==> src/sv/pie_pkg.sv <==
// Shared types and constants for the power iteration eigenvalue block.
`default_nettype none

package pie_pkg;

  // Field widths fixed by the interface
  localparam int DATA_W = 32;
  localparam int IDX_W  = 4;
  localparam int SIZE_W = 5;
  localparam int ITER_W = 16;
  localparam int TOL_W  = 31;
  localparam int CFG_W  = 31;
  localparam int CFG_IDX_W = 2;

  // Input commands
  localparam logic CMD_LOAD = 1'b0;
  localparam logic CMD_RUN  = 1'b1;

  // Configuration register indexes
  localparam logic [CFG_IDX_W-1:0] CFG_MATRIX_SIZE = 2'd0;
  localparam logic [CFG_IDX_W-1:0] CFG_MAX_ITER    = 2'd1;
  localparam logic [CFG_IDX_W-1:0] CFG_TOLERANCE   = 2'd2;

  // Configuration reset values
  localparam logic [SIZE_W-1:0] RST_MATRIX_SIZE = 5'd16;
  localparam logic [ITER_W-1:0] RST_MAX_ITER    = 16'd100;
  localparam logic [TOL_W-1:0]  RST_TOLERANCE   = 31'd1;

  localparam logic signed [DATA_W-1:0] SAT_HI = 32'sh7FFF_FFFF;
  localparam logic signed [DATA_W-1:0] SAT_LO = 32'sh8000_0000;

  typedef enum logic [4:0] {
    S_IDLE,
    S_INIT_WAIT,
    S_CHECK,
    S_MV_RD,
    S_MV_MUL,
    S_MV_ACC,
    S_DOT_RD,
    S_DOT_MUL,
    S_DOT_ACC,
    S_EIG,
    S_EIG_WAIT,
    S_SC_RD,
    S_SC,
    S_SC_WAIT,
    S_UPD,
    S_OUT
  } state_t;

  typedef enum logic [4:0] {
    OP_NONE,
    OP_LOAD,
    OP_INIT_DIV,
    OP_INIT_SET,
    OP_MV_RD,
    OP_MV_MUL,
    OP_MV_ACC,
    OP_DOT_RD,
    OP_DOT_MUL,
    OP_DOT_ACC,
    OP_EIG_DIV,
    OP_EIG_ZERO,
    OP_EIG_SET,
    OP_SC_RD,
    OP_SC_DIV,
    OP_SC_ZERO,
    OP_SC_SET,
    OP_UPD,
    OP_EMIT
  } op_t;

  typedef struct packed {
    op_t op;
  } cmd_t;

  typedef struct packed {
    logic i_last;
    logic j_last;
    logic div_done;
    logic pass_limit;
    logic conv_hit;
    logic den_zero;
    logic max_zero;
  } status_t;

endpackage

`default_nettype wire

==> src/sv/pie_ctrl.sv <==
// Controller: sequences loads, iteration passes and the result words.
`default_nettype none

module pie_ctrl (
  input  wire logic             clk,
  input  wire logic             rst_n,
  input  wire logic             start,
  input  wire logic             in_command,
  input  wire pie_pkg::status_t st,
  output pie_pkg::cmd_t         cmd,
  output logic                  busy
);

  pie_pkg::state_t state_r, state_nxt;

  always_ff @(posedge clk) begin
    if (!rst_n) begin
      state_r <= pie_pkg::S_IDLE;
    end else begin
      state_r <= state_nxt;
    end
  end

  always_comb begin
    state_nxt = state_r;
    cmd.op    = pie_pkg::OP_NONE;
    busy      = 1'b1;
    case (state_r)
      pie_pkg::S_IDLE: begin
        busy = 1'b0;
        if (start) begin
          if (in_command == pie_pkg::CMD_LOAD) begin
            cmd.op = pie_pkg::OP_LOAD;
          end else begin
            cmd.op    = pie_pkg::OP_INIT_DIV;
            state_nxt = pie_pkg::S_INIT_WAIT;
          end
        end
      end
      pie_pkg::S_INIT_WAIT: begin
        if (st.div_done) begin
          cmd.op    = pie_pkg::OP_INIT_SET;
          state_nxt = pie_pkg::S_CHECK;
        end
      end
      pie_pkg::S_CHECK: begin
        state_nxt = st.pass_limit ? pie_pkg::S_OUT : pie_pkg::S_MV_RD;
      end
      pie_pkg::S_MV_RD: begin
        cmd.op    = pie_pkg::OP_MV_RD;
        state_nxt = pie_pkg::S_MV_MUL;
      end
      pie_pkg::S_MV_MUL: begin
        cmd.op    = pie_pkg::OP_MV_MUL;
        state_nxt = pie_pkg::S_MV_ACC;
      end
      pie_pkg::S_MV_ACC: begin
        cmd.op    = pie_pkg::OP_MV_ACC;
        state_nxt = (st.i_last && st.j_last) ? pie_pkg::S_DOT_RD : pie_pkg::S_MV_RD;
      end
      pie_pkg::S_DOT_RD: begin
        cmd.op    = pie_pkg::OP_DOT_RD;
        state_nxt = pie_pkg::S_DOT_MUL;
      end
      pie_pkg::S_DOT_MUL: begin
        cmd.op    = pie_pkg::OP_DOT_MUL;
        state_nxt = pie_pkg::S_DOT_ACC;
      end
      pie_pkg::S_DOT_ACC: begin
        cmd.op    = pie_pkg::OP_DOT_ACC;
        state_nxt = st.i_last ? pie_pkg::S_EIG : pie_pkg::S_DOT_RD;
      end
      pie_pkg::S_EIG: begin
        if (st.den_zero) begin
          cmd.op    = pie_pkg::OP_EIG_ZERO;
          state_nxt = pie_pkg::S_SC_RD;
        end else begin
          cmd.op    = pie_pkg::OP_EIG_DIV;
          state_nxt = pie_pkg::S_EIG_WAIT;
        end
      end
      pie_pkg::S_EIG_WAIT: begin
        if (st.div_done) begin
          cmd.op    = pie_pkg::OP_EIG_SET;
          state_nxt = pie_pkg::S_SC_RD;
        end
      end
      pie_pkg::S_SC_RD: begin
        cmd.op    = pie_pkg::OP_SC_RD;
        state_nxt = pie_pkg::S_SC;
      end
      pie_pkg::S_SC: begin
        if (st.max_zero) begin
          cmd.op    = pie_pkg::OP_SC_ZERO;
          state_nxt = st.i_last ? pie_pkg::S_UPD : pie_pkg::S_SC_RD;
        end else begin
          cmd.op    = pie_pkg::OP_SC_DIV;
          state_nxt = pie_pkg::S_SC_WAIT;
        end
      end
      pie_pkg::S_SC_WAIT: begin
        if (st.div_done) begin
          cmd.op    = pie_pkg::OP_SC_SET;
          state_nxt = st.i_last ? pie_pkg::S_UPD : pie_pkg::S_SC_RD;
        end
      end
      pie_pkg::S_UPD: begin
        cmd.op    = pie_pkg::OP_UPD;
        state_nxt = st.conv_hit ? pie_pkg::S_OUT : pie_pkg::S_CHECK;
      end
      pie_pkg::S_OUT: begin
        cmd.op    = pie_pkg::OP_EMIT;
        state_nxt = st.i_last ? pie_pkg::S_IDLE : pie_pkg::S_OUT;
      end
      default: begin
        state_nxt = pie_pkg::S_IDLE;
      end
    endcase
  end

endmodule

`default_nettype wire
==> config.mk <==
export PLATFORM = sky130hd
export DESIGN_NAME = pie_ctrl
export DESIGN_NICKNAME = d
export VERILOG_FILES = /design/src/sv/pie_pkg.sv /design/src/sv/pie_ctrl.sv
export SDC_FILE = /design/constraint.sdc
export NUM_CORES = 1
export LEC_CHECK = 0
export BUFFER_PORTS_ARGS = -buffer_cell sky130_fd_sc_hd__buf_2
export CORE_AREA = 2 2 42 44
export CTS_BUF_LIST = sky130_fd_sc_hd__clkbuf_16
export DETAILED_ROUTE_END_ITERATION = 10
export DIE_AREA = 0 0 44 46
export GPL_TIMING_DRIVEN = 1
export PLACE_DENSITY = 0.65
export SKIP_CTS_REPAIR_TIMING = 1
export SYNTH_ARGS = -nofsm -noshare
export SYNTH_HDL_FRONTEND = slang
export SYNTH_SLANG_ARGS = --single-unit
==> constraint.sdc <==
create_clock -name clk -period 1.6 [get_ports clk]
set_input_delay 0.08 -clock clk [delete_from_list [all_inputs] [get_ports clk]]
set_output_delay 0.08 -clock clk [all_outputs]
set_load 0.1 [all_outputs]
==> impl_metrics.py, run 1 <==
metrics = {
    "run_status": {
        "status": "finished, final reports clean",
    },
    "sta": {
        "maxSlewViolCount": 0,
        "max_freq_ghz": 0.635,
        "worst_clock_skew_ns": 0.000922,
        "finalSetupTns_ns": 0,
        "final.period_utilization": 0.984,
        "final.min_clock_period_ns": 1.57,
        "finalHoldViolCount": 0,
        "fin_ws_ns": 0.0262,
        "setup-violations-final": 0,
        "worstMarginPinSlew_ns": 0.330,
        "max_slew_margin": 0.777,
    },
    "setup_path": {
        "startpoint": "state_r[3]$_SDFFE_PN0P_",
        "critPathKind": "register to output pin",
        "worst-r2r-setup-slack_ns": 0.17,
        "reg2regPathDepth": 5,
        "worstPathMaxFanout": 7,
        "endpoint_kind": "output pin",
        "worstSetupStartpointType": "register",
        "worst_ep_arrival_time_ns": 1.49,
        "crit_required_ns": 1.52,
        "reg2reg_from": "state_r[1]$_SDFFE_PN0P_",
    },
    "placed_design": {
        "place_ws_ns": 0.0537,
        "port_buffers": 16,
        "gp_congestion": 0.860,
        "placedInstanceArea_um2": 877,
        "hpwlAfterDp_um": 1450,
    },
    "detailed_routing": {
        "avgViaCountPerCell": 6.35,
        "drc_errors": 0,
        "drt_iter0_markers": 25,
        "wirelength_um": 2010,
        "antenna_left": 0,
        "dr.pass1.iters": 4,
        "num_vias": 826,
        "wl_per_cell_um": 15.4,
    },
    "worst_hold_path": {
        "hp-class": "primary input to register",
        "hp-start": "rst_n",
        "hold_depth": 3,
    },
    "pwr": {
        "p_per_area_nw_per_um2": 1120,
        "power_mw": 1.11,
        "max-vdd-ir-drop_uv": 750,
        "leakage_nw": 0.364,
    },
    "floorplan": {
        "num_rows": 15,
        "dieWidth_um": 44,
        "ioPinCount": 17,
        "fp.dieH_um": 46,
        "core_area_um2": 1610,
        "start_util": 0.400,
        "die-area_um2": 2020,
    },
    "logic_synthesis": {
        "ys_seq_elements": 4,
        "synth_most_common_cell": "a21oi_1",
        "ys_seq_area_frac": 0.124,
        "synth_nets": 106,
        "synth.largest_area_cell": "dfxtp_1",
        "syn-instance-count": 95,
        "synth_area_um2": 646,
        "avgSynthCellArea_um2": 6.80,
        "yosysTopAreaCellShare": 0.124,
        "synth_edf_count": 0,
        "synthDistinctLibCells": 40,
        "synth_common_cells": "12 x a21oi_1, 10 x o21ai_0, 8 x nand2_1, 5 x nor2_1",
        "ys_warn_count": 0,
        "ys.flop_type": "dfxtp_1",
        "ys_top_cells_by_area": "dfxtp_1 12%, a21oi_1 9.3%, o21ai_0 7.8%, buf_6 5.2%, nand2_1 4.7%",
        "ys_async_sr_fraction": 0,
    },
    "clocking": {
        "clkTransAtPathRegs_ns": 0.03,
        "clock-sinks": 4,
        "clock-root-buffer": "clkbuf_16",
        "insertion_delay_ns": 0.22,
        "cts_buffers": 3,
        "cts_tree": "yes",
        "clk_path_buf_depth": 2,
        "htree_levels": 1,
    },
    "final_layout": {
        "area_delta_synth_final_pct": 53.7,
        "drive_gt1_frac": 0.478,
        "largest-register": "state_r",
        "nets": 126,
        "reg.largest.list": "state_r (4)",
        "antennaDiodeCount": 0,
        "utilization": 0.615,
        "largest_register_ffs": 4,
        "final_area_um2": 992,
    },
    "grt": {
        "overflow": 0,
        "grt_pass1_wl_um": 3150,
        "antenna_found_initial": 0,
        "grt_pass1_vias": 704,
        "grt_max_degree": 14,
        "track_usage": 0.216,
    },
    "job": {
        "drv_cap": 0,
    },
}
## final cells by class
type                            instances  area, µm²
Multi-Input combinational cell         75        539
Tap cell                               17       21.3
Clock buffer                            3       75.1
Inverter                                7       36.3
Timing Repair Buffer                   24        230
Fill cell                             148        622
Sequential cell                         4       90.1
## worst max-delay path, stage by stage (launching register included)
cell and delay [ns]:
dfxtp_4 0.36, buf_4 0.16, inv_6 0.07, nand3_1 0.08, a21oi_2 0.15, a31oi_2 0.07, o21ai_4 0.18, buf_12 0.19
## per-stage QoR
step | instances | hold slack [ns]
finish | 130 | 0.133
global route | 130 | 0.146
CTS | 130 | 0.137
detailed placement | 127 | 0.367
global placement | 127 | 0.364
floorplan | 95 | 0.213
## cells by family after synthesis
kind of cell | synth area share
and+or+nand+nor | 0.227
buffers and inverters | 0.149
AOI/OAI and AO/OA | 0.473
xor gates and xnor gates | 0.0271
DFF | 0.124
## power by group
| part | total [mW] | switching (mW) | internal, mW |
|---|---|---|---|
| combinational | 0.574 | 0.357 | 0.218 |
| clock | 0.387 | 0.0678 | 0.319 |
| sequential | 0.146 | 0.0345 | 0.112 |
| total | 1.11 | 0.459 | 0.649 |
## routing by layer
layer | routed length [µm] | part of all wire | global-route usage
met1 | 911 | 0.45 | 0.290
met2 | 907 | 0.45 | 0.306
met3 | 125 | 0.062 | 0.0635
met4 | 62 | 0.031 | 0.121
met5 | 0 | 0 | 0
## placed cells by master, fill, tap and decap left out, types with 2 or more instances in the layout
master,count
buf_12,6
o21ai_2,3
nand3_1,4
o21ai_4,2
o21ai_0,6
inv_4,2
dfxtp_4,2
nor3_1,2
nand2_1,8
dfxtp_2,2
o21ai_1,4
clkbuf_16,3
nor2b_1,2
inv_1,3
buf_2,10
nor2_2,2
buf_4,8
nor2_1,4
a21oi_2,3
a21oi_1,11
## worst paths after layout
| kind | to |
|---|---|
| setup / recovery | cmd[0] |
| hold / removal | state_r[2]$_SDFFE_PN0P_ |
| setup reg to reg | state_r[0]$_SDFFE_PN0P_ |
| hold reg to reg | state_r[1]$_SDFFE_PN0P_ |
Note: power is estimated with default switching activity, not from simulation.
==> run 2: changes to the inputs <==
BUFFER_PORTS_ARGS = not set   (was -buffer_cell sky130_fd_sc_hd__buf_2)
DONT_BUFFER_PORTS = 1   (was not set)
PLACE_DENSITY = not set   (was 0.65)
==> run 2 against run 1 <==
Effect of this change:
- count of clock-buffer cells in the layout unchanged
- non-clock buffer count down 4
- global-route usage down 1.2 points
- largest power group unchanged
- critical path depth down 2
- wire length up 4.5%
- highest routed layer unchanged
- hold slack worse by 0.093 ns
- die area unchanged
- cell count down 3.1%
- clock skew about the same
==> impl_metrics.py, run 2 (same netlist as run 1, synthesis figures left out) <==
metrics = {
    "run_status": {
        "status": "finished, final reports clean",
    },
    "sta": {
        "maxSlewViolCount": 0,
        "worstMarginPinSlew_ns": 0.315,
        "max_slew_margin": 0.787,
        "setup-violations-final": 0,
        "max_freq_ghz": 0.640,
        "fin_ws_ns": 0.0379,
        "finalHoldViolCount": 0,
        "final.min_clock_period_ns": 1.56,
        "final.period_utilization": 0.976,
        "hold-worst-slack_ns": 0.0400,
        "rsz0062_at_grt": "false",
        "worst_clock_skew_ns": 0.000563,
    },
    "detailed_routing": {
        "num_vias": 832,
        "antenna_left": 0,
        "wl_per_cell_um": 16.6,
        "avgViaCountPerCell": 6.60,
        "dr.pass1.iters": 4,
        "drc_errors": 0,
        "drt_iter0_markers": 38,
        "wirelength_um": 2100,
    },
    "clocking": {
        "insertion_delay_ns": 0.22,
        "cts_tree": "yes",
        "clock-sinks": 4,
        "clk_path_buf_depth": 2,
        "cts_buffers": 3,
        "clkTransAtPathRegs_ns": 0.03,
        "clock-root-buffer": "clkbuf_16",
        "htree_levels": 1,
    },
    "final_layout": {
        "antennaDiodeCount": 0,
        "final_area_um2": 1050,
        "final_cells": 126,
        "drive_gt1_frac": 0.440,
        "utilization": 0.650,
        "largest_register_ffs": 4,
        "final_common_cell": "a21oi_1",
        "largest-register": "state_r",
        "final_cell_mix": "11 x a21oi_1, 9 x buf_4, 8 x nand2_1, 8 x buf_12, 7 x o21ai_0",
        "nets": 122,
        "reg.largest.list": "state_r (4)",
        "area_delta_synth_final_pct": 62.4,
    },
    "setup_path": {
        "worst_ep_arrival_time_ns": 1.48,
        "endpoint_kind": "output pin",
        "crit_chain": "buf_12 -> or2_2 -> a31oi_4 -> o21ai_4 -> buf_12",
        "crit_path_max_incr_delay_ns": 0.36,
        "worstSetupStartpointType": "register",
        "critical_path.top_delay_family": "flip-flops",
        "crit_required_ns": 1.52,
        "worstPathMaxFanout": 7,
        "critPathKind": "register to output pin",
        "path_buf_inv": 2,
        "cp_common_cell": "buf_12",
        "crit_slowest_cell": "dfxtp_4",
    },
    "pwr": {
        "leakage_nw": 0.369,
        "power.internal_mw": 0.704,
        "max-vdd-ir-drop_uv": 773,
        "p_per_area_nw_per_um2": 1110,
        "p_switching_mw": 0.464,
        "p_seq_frac": 0.113,
        "pwr-share-comb": 0.559,
        "switching_share": 0.397,
        "clkPwrFrac": 0.329,
    },
    "placed_design": {
        "placedInstanceArea_um2": 852,
        "port_buffers": 0,
        "place_ws_ns": 0.0862,
        "gp_congestion": 0.879,
        "hpwlAfterDp_um": 1380,
        "dp_cells": 117,
    },
    "floorplan": {
        "core_area_um2": 1610,
        "ioPinCount": 17,
        "die-area_um2": 2020,
        "num_rows": 15,
        "dieWidth_um": 44,
        "start_util": 0.400,
        "fp.dieH_um": 46,
    },
    "grt": {
        "grt_pass1_wl_um": 3020,
        "track_usage": 0.204,
        "grt_max_degree": 22,
        "antenna_found_initial": 0,
        "overflow": 0,
        "grt_pass1_vias": 720,
    },
    "job": {
        "drv_cap": 0,
    },
    "worst_hold_path": {
        "hp-class": "primary input to register",
    },
}
run 2: area by class of cell:
type                    instances  area [µm²]
clock buffers                   3        75.1
flip-flops and latches          4        90.1
multi-input cells              75         538
repair buffers                 20         288
fillers                       124         566
inverters                       7        36.3
well taps                      17        21.3
run 2: final timing paths:
check,start,slack (ns),cells past startpoint,to
max reg2reg,state_r[0]$_SDFFE_PN0P_,0.13,6,state_r[3]$_SDFFE_PN0P_
min,rst_n,0.04,2,state_r[0]$_SDFFE_PN0P_
min reg2reg,state_r[3]$_SDFFE_PN0P_,0.67,2,state_r[3]$_SDFFE_PN0P_
max,state_r[1]$_SDFFE_PN0P_,0.04,5,cmd[0]
run 2: layer usage:
layer / part of all wire / global-route usage / up-vias
met5: 0 / 0 / -
met4: 0.020 / 0.121 / 0
met3: 0.087 / 0.0278 / 6
met2: 0.52 / 0.359 / 57
met1: 0.37 / 0.233 / 388
li1: - / - / 381
run 2: power groups by stage:
stage	sequential, mW	combinational (mW)	clock, mW
6_report	0.132	0.653	0.384
5_1_grt	0.132	0.687	0.403
4_1_cts	0.125	0.572	0.391
3_5_place_dp	0.127	0.571	0
3_3_place_gp	0.127	0.567	0
2_1_floorplan	0.117	0.429	0
run 2: worst reg2reg max path, delay by kind of cell, from the launching register on:
kind                   cells  cell delay, ns
and+or+nand+nor            2            0.24
AOI/OAI and AO/OA          3            0.59
DFF                        1            0.37
buffers and inverters      1            0.15
run 2: per-stage QoR:
stage               TNS, ns  total power, mW
floorplan            -0.332            0.546
detailed placement        0            0.697
global placement          0            0.694
global route              0             1.22
finish                    0             1.17
CTS                  -0.126             1.09
==> run 3: changes to the inputs <==
CTS_BUF_LIST = sky130_fd_sc_hd__clkbuf_4   (was sky130_fd_sc_hd__clkbuf_16)
==> run 3 against run 2 <==
Effect of this change:
- utilization is 3.4 points lower
- count of clock-buffer cells in the layout stayed put
- cell count is 0.79% lower
- sequential power hardly changed
- non-clock buffer count is 1 lower
- setup slack hardly changed
- hold slack worse by 0.017 ns
- sequential share of layout area is 0.48 points higher
- combinational power hardly changed
- via count is 3.2% lower
- critical path depth is 2 higher
- fmax hardly changed
==> impl_metrics.py, run 3 (same netlist as run 1, synthesis figures left out) <==
metrics = {
    "detailed_routing": {
        "wl_per_cell_um": 16.4,
        "drc_errors": 0,
        "wirelength_um": 2050,
        "num_vias": 805,
        "dr.pass1.iters": 4,
        "avgViaCountPerCell": 6.44,
        "antenna_left": 0,
        "drt_iter0_markers": 27,
    },
    "sta": {
        "hold-worst-slack_ns": 0.0225,
        "setup-violations-final": 0,
        "rsz0062_at_grt": "true",
        "max_freq_ghz": 0.640,
        "final.min_clock_period_ns": 1.56,
        "finalHoldViolCount": 0,
        "final.period_utilization": 0.976,
        "worstMarginPinSlew_ns": 0.322,
        "maxSlewViolCount": 0,
        "worst_clock_skew_ns": 0.00131,
        "max_slew_margin": 0.783,
        "fin_ws_ns": 0.0377,
        "finalSetupTns_ns": 0,
    },
    "clocking": {
        "clk_path_buf_depth": 2,
        "clock-sinks": 4,
        "cts_buffers": 3,
        "htree_levels": 1,
        "insertion_delay_ns": 0.23,
        "clkTransAtPathRegs_ns": 0.03,
        "clock-root-buffer": "clkbuf_4",
        "cts_tree": "yes",
    },
    "grt": {
        "track_usage": 0.203,
        "antenna_found_initial": 0,
        "grt_pass1_wl_um": 3000,
        "grt_pass1_vias": 722,
        "overflow": 0,
        "grt_max_degree": 22,
    },
    "final_layout": {
        "final_cell_mix": "11 x a21oi_1, 8 x nand2_1, 8 x buf_12, 8 x buf_4, 6 x o21ai_0",
        "final_common_cell": "a21oi_1",
        "area_delta_synth_final_pct": 53.9,
        "antennaDiodeCount": 0,
        "drive_gt1_frac": 0.444,
        "seqCellArea_um2": 90.1,
        "multi_input_area_um2": 543,
        "nets": 121,
        "reg.largest.list": "state_r (4)",
        "n_fill_cell": 133,
        "largest-register": "state_r",
        "largest_register_ffs": 4,
    },
    "setup_path": {
        "cp-endpoint": "cmd[0]",
        "reg2reg_from": "state_r[0]$_SDFFE_PN0P_",
        "worst-r2r-setup-slack_ns": 0.14,
        "reg2regPathDepth": 6,
        "startpoint": "state_r[0]$_SDFFE_PN0P_",
        "worstPathMaxFanout": 11,
        "endpoint_kind": "output pin",
        "worst_ep_arrival_time_ns": 1.48,
        "reg2reg_to": "state_r[3]$_SDFFE_PN0P_",
        "critPathKind": "register to output pin",
        "crit_required_ns": 1.52,
        "worstSetupStartpointType": "register",
    },
    "floorplan": {
        "ioPinCount": 17,
        "start_util": 0.400,
        "num_rows": 15,
        "fp.dieH_um": 46,
        "dieWidth_um": 44,
        "die-area_um2": 2020,
        "core_area_um2": 1610,
    },
    "placed_design": {
        "gp_congestion": 0.879,
        "hpwlAfterDp_um": 1380,
        "place_ws_ns": 0.0862,
        "port_buffers": 0,
    },
    "worst_hold_path": {
        "hp-start": "rst_n",
        "hp-class": "primary input to register",
    },
    "job": {
        "drv_cap": 0,
    },
    "pwr": {
        "p_per_area_nw_per_um2": 908,
        "leakage_nw": 0.344,
        "max-vdd-ir-drop_uv": 452,
        "power_mw": 0.902,
    },
    "run_status": {
        "status": "finished, final reports clean",
    },
}
[run 3: worst max-delay path, stage by stage (launching register included)]
cell and delay (ns):
dfxtp_2 0.34, buf_12 0.15, inv_8 0.08, nand2_1 0.09, a21oi_2 0.21, a31oi_4 0.05, o21ai_4 0.15, buf_12 0.19
[run 3: stage by stage]
stage	area, µm²	cells	util
floorplan	693	95	-
global placement	852	117	0.528
detailed placement	852	117	0.528
CTS	875	120	0.542
global route	993	125	0.616
finish	993	125	0.616
[run 3: cell type report]
| class | count | share of cell area |
|---|---|---|
| clock buffers | 3 | 0.0227 |
| inverters | 7 | 0.0365 |
| multi-input cells | 75 | 0.547 |
| flip-flops and latches | 4 | 0.0907 |
| well taps | 17 | 0.0214 |
| repair buffers | 19 | 0.282 |
[run 3: worst min path at each step]
stage                         endpoint  slack [ns]  cells after the start
2_1_floorplan  state_r[2]$_SDFFE_PN0P_        0.21                      2
3_3_place_gp   state_r[2]$_SDFFE_PN0P_        0.23                      2
3_5_place_dp   state_r[2]$_SDFFE_PN0P_        0.23                      2
4_1_cts        state_r[2]$_SDFFE_PN0P_       -0.01                      2
5_1_grt        state_r[0]$_SDFFE_PN0P_        0.02                      2
6_report       state_r[0]$_SDFFE_PN0P_        0.02                      2
[run 3: power by group]
part	internal (mW)	switching (mW)	total (mW)
combinational	0.272	0.380	0.651
clock	0.0836	0.0363	0.120
sequential	0.111	0.0195	0.131
[run 3: per-layer routing]
| layer | global-route usage | part of all wire | vias to the layer above |
|---|---|---|---|
| met5 | 0 | 0 | - |
| met4 | 0.121 | 0.0093 | 0 |
| met3 | 0.0278 | 0.076 | 2 |
| met2 | 0.359 | 0.53 | 53 |
| met1 | 0.231 | 0.38 | 375 |
| li1 | - | - | 375 |
